==> src/rtl/dcp_div_pipe.sv <==
`timescale 1ns / 1ps
// ----------------------------------------------------------------------------
// dcp_div_pipe
// Pipelined restoring divider, one quotient bit per stage, several lanes
// sharing one divisor. The quotient must fit in QW bits.
// ----------------------------------------------------------------------------
module dcp_div_pipe #(
    parameter int LANES = 2,
    parameter int DW    = 41,
    parameter int VW    = 25,
    parameter int QW    = 17,
    parameter int SW    = 1
) (
    input  logic                        i_clk,
    input  logic                        i_rst_n,
    input  logic                        i_en,
    input  logic                        i_valid,
    input  logic [LANES-1:0][DW-1:0]    i_dividend,
    input  logic [VW-1:0]               i_divisor,
    input  logic [SW-1:0]               i_side,
    output logic                        o_valid,
    output logic [LANES-1:0][QW-1:0]    o_quot,
    output logic [SW-1:0]               o_side
);

    localparam int CW = (DW > VW + QW) ? DW : VW + QW;

    logic                     r_valid [1:QW];
    logic [LANES-1:0][DW-1:0] r_rem   [1:QW];
    logic [LANES-1:0][QW-1:0] r_quot  [1:QW];
    logic [VW-1:0]            r_div   [1:QW];
    logic [SW-1:0]            r_side  [1:QW];

    genvar j;
    generate
        for (j = 0; j < QW; j++) begin : g_stage
            localparam int B = QW - 1 - j;

            logic                     s_valid;
            logic [LANES-1:0][DW-1:0] s_rem;
            logic [LANES-1:0][QW-1:0] s_quot;
            logic [VW-1:0]            s_div;
            logic [SW-1:0]            s_side;
            logic [LANES-1:0][DW-1:0] n_rem;
            logic [LANES-1:0][QW-1:0] n_quot;
            logic [CW-1:0]            trial;

            if (j == 0) begin : g_first
                assign s_valid = i_valid;
                assign s_rem   = i_dividend;
                assign s_quot  = '0;
                assign s_div   = i_divisor;
                assign s_side  = i_side;
            end else begin : g_next
                assign s_valid = r_valid[j];
                assign s_rem   = r_rem[j];
                assign s_quot  = r_quot[j];
                assign s_div   = r_div[j];
                assign s_side  = r_side[j];
            end

            // One compare and subtract per lane at this quotient bit.
            assign trial = CW'(s_div) << B;

            always_comb begin
                n_rem  = s_rem;
                n_quot = s_quot;
                for (int l = 0; l < LANES; l++) begin
                    if (CW'(s_rem[l]) >= trial) begin
                        n_rem[l]     = DW'(CW'(s_rem[l]) - trial);
                        n_quot[l][B] = 1'b1;
                    end
                end
            end

            always_ff @(posedge i_clk) begin
                if (!i_rst_n) begin
                    r_valid[j+1] <= 1'b0;
                end else if (i_en) begin
                    r_valid[j+1] <= s_valid;
                end
            end

            always_ff @(posedge i_clk) begin
                if (i_en) begin
                    r_rem[j+1]  <= n_rem;
                    r_quot[j+1] <= n_quot;
                    r_div[j+1]  <= s_div;
                    r_side[j+1] <= s_side;
                end
            end
        end
    endgenerate

    assign o_valid = r_valid[QW];
    assign o_quot  = r_quot[QW];
    assign o_side  = r_side[QW];

endmodule

==> config.mk <==
export PLATFORM = sky130hd
export DESIGN_NAME = dcp_div_pipe
export DESIGN_NICKNAME = d
export VERILOG_FILES = /design/src/rtl/dcp_div_pipe.sv
export SDC_FILE = /design/constraint.sdc
export NUM_CORES = 2
export LEC_CHECK = 0
export BUFFER_PORTS_ARGS = -buffer_cell sky130_fd_sc_hd__buf_4
export CORE_MARGIN = 1
export CORE_UTILIZATION = 55
export DETAILED_ROUTE_END_ITERATION = 6
export PLACE_DENSITY = 0.71
export SLEW_MARGIN = 10
export SYNTH_ARGS = -nofsm -noshare
export SYNTH_HDL_FRONTEND = slang
export SYNTH_SLANG_ARGS = --single-unit
==> constraint.sdc <==
create_clock -name i_clk -period 4.5 [get_ports i_clk]
set_input_delay 0.45 -clock i_clk [delete_from_list [all_inputs] [get_ports i_clk]]
set_output_delay 0.45 -clock i_clk [all_outputs]
set_load 0.02 [all_outputs]
==> results.ini <==
[run_status]
status=completed

[drt]
avgRoutedWirePerCell_um=25.5
drc=0
antenna_left=0
vias=86300
drtIter0Drc=7969
wirelength_um=359000
firstDrtPassIters=6
vias_per_cell=6.13

[timing]
setup_viol=0
slew_headroom_pct=22.2
tns_ps=0
slew_viol_final=0
period_share_pct=96.0
worst_pin_slew_ps=1170
fin_skew_ps=63.6
min_period_ps=4320
setup_ws_ps=180
finalHoldViolCount=0
rsz0062_at_grt=false
fmax_mhz=231

[clocking]
cts_buffers=217
clkSinkCount=2052
root_buffer=clkbuf_16
cts_tree=yes
cts_max_level=4
clockBufferDepth=3
clk_latency_ps=900
clkTransAtPathRegs_ps=60

[flow_run]
drv_cap=0

[pwr]
pwr-share-comb_pct=42.0
p_switching_mw=33.8
power_leakage_nw=51.5
p_int_mw=53.7
clkPwrFrac_pct=20.9
powerDensity_nw_per_um2=660
peakVddDrop_mv=0.494
switching_share_pct=38.6
p_seq_share_pct=37.1

[floorplanning]
die_width_um=465
rows=169
dieHeight_um=465
core_area_sq_um=213000
io_pins=148
die_area_sq_um=217000
initial_core_util_pct=55.5

[layout]
drive_above_1_share_pct=9.36
syn_to_final_growth_pct=12.2
stdcell_area_sq_um=133000
utilization_pct=62.3
fin_nets=12100
final_cell_count_no_fill=14100

[logic_synthesis]
synthTopCellsByArea=edfxtp_1, ha_1, a21oi_1
synth_edf_count=2052
syn-num-nets=11600
yosysTopAreaCell=edfxtp_1
synth_ff_type=edfxtp_1
postSynthAreaPerCell_sq_um=11.1
yosysWarnings=0
synthArstFlopShare_pct=0
syn_inst=10600
yosysTopAreaCellShare_pct=52.2
synth.distinct_cells=104
synth_seq_area_share_pct=52.2
ys_ff_latch=2052
synth_area_sq_um=118000

[global_routing]
antenna_found_initial=13
grt_pass1_wl_um=525000
gr-total-overflow=0
first_global_vias=84300
track_usage_pct=32.5
grt_max_degree=136

[setup_path]
critPathRequiredTime_ps=5150
crit_path_end_kind=flop
crit_fanout=5
cp_data_arrival_time_ps=4970
crit_type=reg -> reg
critPathLaunchType=flop

[min_path]
hold_path.class=in -> reg

[placed_design]
place_congestion=0.997
dp_hpwl_um=286000
post-place-cells=13600
io_buffers=147
place_ws_ps=114
placed_cell_area_sq_um=124000

[path summary, 6_finish.rpt]
kind | endpoint | from | slack (ps) | depth (start not counted)
setup / recovery | r_rem[0][1392] | r_rem[0][1272] | 180 | 16
hold / removal | r_rem[0][633] | i_en | 50 | 1
setup reg to reg | r_rem[0][1392] | r_rem[0][1272] | 180 | 16
hold reg to reg | r_quot[0][152] | r_quot[0][118] | 380 | 0
[state kept, by name, summed over array words and instances (netlist names)]
name	cells
r_side	17
r_valid	17
r_quot	306
r_rem	1312
r_div	400
[worst max-delay path, stage by stage, from the launching register on]
cell	delay [ps]
edfxtp_1	400
inv_1	70
ha_1	160
inv_1	50
fa_1	440
a211o_1	390
a2111oi_2	330
buf_4	180
nor3_1	90
o41ai_1	370
buf_4	180
a21boi_1	130
o41ai_1	400
or4b_2	240
nand4_2	210
nor4_1	300
xor2_1	110
[cell families after synthesis]
group	count (synthesis)	synth area share [%]
AOI/OAI and AO/OA	2767	14.6
xor gates and xnor gates	871	6.46
adders and majority gates	882	9.55
buffers and inverters	910	2.95
DFF	2052	52.2
muxes	238	2.28
and+or+nand+nor	2886	12.0
[what timing repair did]
item	in CTS	in global routing
endpoints found under the setup margin	0	18
setup buffers	0	2
hold endpoints to repair	125	0
resized for setup	0	4
hold buffers	111	0
[area by class of cell]
type / count / area (sq um)
fillers: 16900 / 80200
clock inverters: 159 / 1830
inverters: 683 / 2570
clock buffers: 244 / 5530
flip-flops and latches: 2052 / 61600
multi-input cells: 7644 / 53200
well taps: 2821 / 3530
diodes: 4 / 10.0
repair buffers: 466 / 4250
[layout by cell type, fill, tap and decap left out, types with 349 or more instances in the layout]
master,netlist,routed
ha_1,850,850
inv_1,680,680
nand2_1,698,698
a21o_1,349,349
xnor2_1,485,485
xor2_1,386,386
o21ai_0,625,625
nor2_1,837,836
edfxtp_1,2052,2052
a21oi_1,941,936
[metrics by stage]
stage	hold WS (ps)	power [mW]
after CTS	34.7	87.2
after detailed placement	405	68.6
after global routing	48.7	92.0
after floorplan	400	56.1
final	46.6	87.5
after global placement	400	68.1
[power by group through the flow]
stage / registers, mW / clock network [mW] / logic [mW]
3_5_place_dp: 32.6 / 0 / 36.0
6_report: 32.4 / 18.3 / 36.8
4_1_cts: 32.3 / 18.6 / 36.3
5_1_grt: 32.7 / 19.3 / 40.0
2_1_floorplan: 30.1 / 0 / 26.1
3_3_place_gp: 32.7 / 0 / 35.4
[metal layers]
metal	vias to the layer above	share of wire (%)	track usage, %
met4	4	6.6	19.2
met2	3258	49	55.6
li1	40500	-	-
met1	41700	39	39.6
met3	783	5.9	4.01
met5	-	0.010	0
[Yosys cell counts, types with 32 or more instances]
library cell	count
nand3_1	171
nor3_1	193
and3_1	77
nor2_1	837
inv_1	680
a211oi_1	70
o21ai_0	625
buf_2	35
a21o_1	349
mux2_2	217
o211ai_1	60
nand4_1	147
o31ai_1	61
nand2_1	698
o31a_1	40
nor4_1	146
xor2_1	386
or4_1	34
nand2b_1	151
edfxtp_1	2052
o21bai_1	98
xnor2_1	485
clkbuf_1	166
a21oi_1	941
or3_1	81
and2_1	32
or2_2	46
a21boi_0	33
a31oi_1	69
nor2b_1	130
o21a_1	145
fa_1	32
ha_1	850
Note: power is estimated with default switching activity, not from simulation.
